`config.mk`:
```
export PLATFORM = sky130hd
export DESIGN_NAME = fat16rsp_div
export DESIGN_NICKNAME = d
export VERILOG_FILES = /design/src/hdl/fat16rsp_div.sv
export SDC_FILE = /design/constraint.sdc
export NUM_CORES = 1
export LEC_CHECK = 0
export ABC_CLOCK_PERIOD_IN_PS = 2350
export BUFFER_PORTS_ARGS = -buffer_cell sky130_fd_sc_hd__buf_2
export CAP_MARGIN = 20
export CORE_MARGIN = 3
export CORE_UTILIZATION = 48
export DETAILED_ROUTE_END_ITERATION = 8
export GPL_ROUTABILITY_DRIVEN = 1
export PLACE_DENSITY = 0.76
export RECOVER_POWER = 25
export SYNTH_ARGS = -nofsm -noshare
export SYNTH_HDL_FRONTEND = slang
export SYNTH_SLANG_ARGS = --single-unit
```
`constraint.sdc`:
```
create_clock -name clock -period 2.35 [get_ports clock]
set_input_delay 0.1175 -clock clock [delete_from_list [all_inputs] [get_ports clock]]
set_output_delay 0.1175 -clock clock [all_outputs]
set_load 0.01 [all_outputs]
```
`src/hdl/fat16rsp_div.sv`:
```
// radix-2 restoring divider, one quotient bit per cycle, 32-bit dividend
// by 20-bit divisor; uses nothing from the package
module fat16rsp_div (
   input  logic        clock,
   input  logic        reset,
   input  logic        start,
   input  logic [31:0] dividend,
   input  logic [19:0] divisor,
   output logic        done,
   output logic [31:0] quotient,
   output logic [19:0] remainder
);

   logic        run_ff, run_in;
   logic        done_ff, done_in;
   logic [4:0]  cnt_ff, cnt_in;
   logic [31:0] quo_ff, quo_in;
   logic [19:0] rem_ff, rem_in;
   logic [19:0] d_ff, d_in;
   logic [20:0] trial;
   logic [20:0] diff;
   logic        ge;

   always_comb begin
      trial   = {rem_ff, quo_ff[31]};
      diff    = trial - {1'b0, d_ff};
      ge      = trial >= {1'b0, d_ff};
      run_in  = run_ff;
      done_in = 1'b0;
      cnt_in  = cnt_ff;
      quo_in  = quo_ff;
      rem_in  = rem_ff;
      d_in    = d_ff;
      if (start) begin
         run_in = 1'b1;
         cnt_in = '0;
         quo_in = dividend;
         rem_in = '0;
         d_in   = divisor;
      end else if (run_ff) begin
         quo_in = {quo_ff[30:0], ge};
         rem_in = ge ? diff[19:0] : trial[19:0];
         cnt_in = cnt_ff + 5'd1;
         if (cnt_ff == 5'd31) begin
            run_in  = 1'b0;
            done_in = 1'b1;
         end
      end
   end

   always_ff @(posedge clock) begin
      if (reset) begin
         run_ff  <= 1'b0;
         done_ff <= 1'b0;
      end else begin
         run_ff  <= run_in;
         done_ff <= done_in;
      end
      cnt_ff <= cnt_in;
      quo_ff <= quo_in;
      rem_ff <= rem_in;
      d_ff   <= d_in;
   end

   assign done      = done_ff;
   assign quotient  = quo_ff;
   assign remainder = rem_ff;

endmodule

```
==> impl_summary.md <==
Floorplanning
The count of boundary I/O pins is 108. The die area is 0.0101 mm². The number of cell rows is 33. The core region is 0.00842 mm². The die is 100 µm tall. The die outline width is 100 µm. The initial core utilization is 50.7%.

Logic synthesis
The count of state elements after synthesis is 79. Summing the areas of all and, or, nand and nor instances in the mapped netlist gives 10.6% of the synthesized area. When the netlist entered floorplanning its net count stood at 465. After synthesis, the share of flip-flops with an asynchronous set or reset is 0%.

The prevailing post-synth register cell is edfxtp_1. After synthesis, the share of cell area in mux cells is 11.6%. Yosys mapped a number of flops with a built-in enable equal to 52. Summing the areas of all compound-gate instances in the mapped netlist gives 13.6% of the synthesized area.

The total of warnings raised by yosys is 0. The adder and majority gate portion of the synthesized area is 6.92%. The area share of xor/xnor cells in the synthesized design is 3.90%. The number of instances in the synthesized netlist is 387. A synthesized cell averages 11.0 µm². The main combinational cell family by area after synthesis is compound AO/OA/AOI/OAI gates.

The number of distinct standard cells referenced by the synthesized netlist is 51. Sequential elements use 49.2% of the synthesized area. The synthesized area is 0.00427 mm².

Worst setup path
The startpoint of the worst-slack reg-to-reg timing path is d_ff[1]. Of all nets on the critical path, the largest fanout is 6. Data on the critical path is required at its endpoint by 2.65 ns. The critical path is of the flop to flop type. The startpoint type of the worst setup path is a flop. Measured in cells, the most critical reg-to-reg path has a length of 10. The worst register-to-register path ends at remainder[14].

The minimum setup slack among reg-to-reg paths is -0.09 ns. The critical path data arrival time is 2.74 ns. The endpoint kind of the worst setup timing path is a flop.

Place
The cell area after placement is 0.00527 mm². The wire-length estimate of the detail-placed layout is 7830 µm. In this run the tool buffered the top-level ports with 107 buffer cells.

The congestion estimate from routability-driven global placement came to 0.960.

Global routing
The total congestion overflow after global routing is 0. The number of global-route vias before repair is 3636. Entering global routing, the biggest net connects 35 pins.

The first global-routing pass estimated 17200 µm of wire. The initial antenna violation count came to 0. For this run, the total global-route usage over all layers was measured as 21.5%.

Timing
The number of setup violations in the final report is 7. Setup repair after global routing could not meet its margin everywhere. Of the available clock period, the critical path in the final layout requires 104%.

The slew at the pin closest to its max-slew limit is 0.929 ns. The worst slew slack as a fraction of its limit is 38.0%. The max-slew violation count was 0.

The worst clock skew is 0.0121 ns. The clock period minus worst slack is 2.44 ns. In the post-route analysis, the smallest setup slack over all paths is -0.0852 ns. The highest clock rate is 0.411 GHz. The final-report hold violation count is 0.

Clock tree
The clock passes through at most 2 buffers. At the later pin of the worst-skew pair, clock insertion delay measures 0.36 ns. The clock sink total is 79. Buffers inserted during clock tree synthesis total 9. The depth of the CTS H-tree is 3. Clock-pin slew was measured on the worst setup and hold paths at 0.09 ns. The tree is rooted in a clkbuf_8. The CTS tree is yes.

Pwr
The leakage power is 0.00267 µW. Dividing total power by cell area gives a power density of 583 mW/mm². The worst IR drop on VDD is 0.000267 V.

Power comes to 3470 µW.

Finish
In the layout the commonest cells are buf_2, buf_4, edfxtp_1. The antenna cell count is 0. The final cell area excluding filler cells is 0.00595 mm². Leaving out fill and tap cells, the most frequent cell in the layout is buf_2. The area growth from synthesis to layout is 39.4%. Cells fill 70.6% of the core in the end. After the last flow step, the layout net total stands at 655. The ratio of cells with drive above 1 in the final layout is 42.6%.

Run status
The checks that failed: setup timing. The run finished, with violations left.

Worst hold path
The classification of the worst-slack hold path is input port to flop. The depth of the worst hold-timing path is 2. The endpoint of the worst hold-timing path is quotient[5]. The hold path startpoint is dividend[5].

Detailed routing
After detailed routing, the met2 layer carries 5310 µm of wire. For this run, the detailed router's first-pass iteration total came to 4. The number of vias per cell is 5.55. For this block, the initial DRC count from the detailed router was 187. In the detailed route, the total length drawn on met3 is 782 µm. The highest signal layer in the routed design is met4. After detailed routing, the average wire length per cell comes to 16.3 µm. The number of DRC violations after detailed routing is 0.

For this block, wires on met1 add up to 4790 µm. Across all layers, the routed design uses 3812 vias. The number of nets with antenna violations after routing is 0. For this block, the routed nets add up to 11200 µm of wire.

Flow run
Across the run, the number of max-cap violations was 0.
## what timing repair did
action,in CTS,in global routing
pin swaps,9,25
setup endpoints to repair,15,20
hold buffers,21,0
cloned,1,1
gates resized for setup,13,28
endpoints found under the hold margin,22,0
buffers inserted,7,5
## metrics by stage
stage | hold slack, ns | std cells | setup WS, ns | setup TNS, ns
floorplan | 0.190 | 387 | 0.0142 | 0
global placement | 0.293 | 636 | -0.0429 | -0.0943
detailed placement | 0.291 | 636 | -0.143 | -0.821
CTS | 0.0471 | 681 | -0.0285 | -0.0894
global route | 0.0442 | 687 | -0.196 | -2.05
finish | 0.0602 | 687 | -0.0852 | -0.233
## layout make-up
cell class	instances	area, µm²
Fill cell	603	2470
Multi-Input combinational cell	264	2170
Sequential cell	79	2100
Timing Repair Buffer	195	1260
Tap cell	105	131
Clock buffer	9	124
Inverter	28	105
Clock inverter	7	55.1
## where the power goes
| part | internal, µW | leakage [µW] | switching, µW | total, µW |
|---|---|---|---|---|
| combinational | 440 | 0.00184 | 431 | 871 |
| sequential | 1610 | 0.000738 | 59.0 | 1670 |
| clock | 393 | 0.0000878 | 542 | 935 |
## registers in the layout, indices dropped and copies added, names as in the netlist
name,cells
cnt_ff,5
d_ff,20
quotient,32
done,1
run_ff,1
remainder,20
## Yosys cell counts (3+ instances only)
| library cell | number | share of area (%) |
|---|---|---|
| xnor2_1 | 9 | 1.8 |
| inv_1 | 28 | 2.5 |
| o31a_1 | 3 | 0.62 |
| a21oi_1 | 24 | 2.8 |
| o31ai_1 | 3 | 0.53 |
| clkbuf_1 | 8 | 0.70 |
| o21bai_1 | 3 | 0.53 |
| nand3_1 | 11 | 1.3 |
| nand4_1 | 7 | 1.0 |
| a32oi_1 | 6 | 1.2 |
| a31oi_1 | 3 | 0.44 |
| ha_1 | 22 | 6.4 |
| dfxtp_1 | 27 | 13 |
| xor2_1 | 10 | 2.1 |
| o21ai_0 | 14 | 1.6 |
| buf_1 | 5 | 0.44 |
| nand2_1 | 18 | 1.6 |
| and2_1 | 3 | 0.44 |
| nand2b_1 | 9 | 1.3 |
| o21a_1 | 3 | 0.53 |
| edfxtp_1 | 52 | 37 |
| a211oi_1 | 10 | 1.8 |
| buf_2 | 3 | 0.35 |
| mux2i_1 | 13 | 3.0 |
| nor2_1 | 28 | 2.5 |
| mux2_2 | 31 | 8.2 |
## kinds of logic after synthesis
kind of cell | after synthesis
AND/OR/NAND/NOR | 91
XOR/XNOR | 19
buffers and inverters | 45
AO/OA/AOI/OAI | 85
flip-flops | 79
adder cells (fa/ha/maj) | 23
multiplexers | 45
## layer usage
layer / up-vias / GRT usage (%)
met5: - / 0
met4: 0 / 8.50
met3: 34 / 4.45
met2: 174 / 33.2
met1: 1797 / 29.8
li1: 1807 / -
## critical path, stage by stage, from the launching register on
cell      delay [ns]
edfxtp_1        0.39
inv_2           0.07
ha_4            0.28
nand2b_4        0.05
a211o_1         0.28
a211o_1         0.36
a31oi_4         0.27
nor2_4          0.10
buf_6           0.15
or3_1           0.36
nand3_1         0.08
## how the worst max path moves through the flow
stage | start | to | slack, ns | cells past startpoint
final | d_ff[1] | remainder[14] | -0.09 | 10
after global routing | d_ff[7] | remainder[10] | -0.20 | 12
after CTS | d_ff[1] | remainder[14] | -0.03 | 10
after detailed placement | d_ff[12] | remainder[13] | -0.14 | 10
after global placement | d_ff[12] | remainder[13] | -0.04 | 10
after floorplan | quotient[31] | remainder[0] | 0.01 | 9
Note: power is estimated with default switching activity, not from simulation.
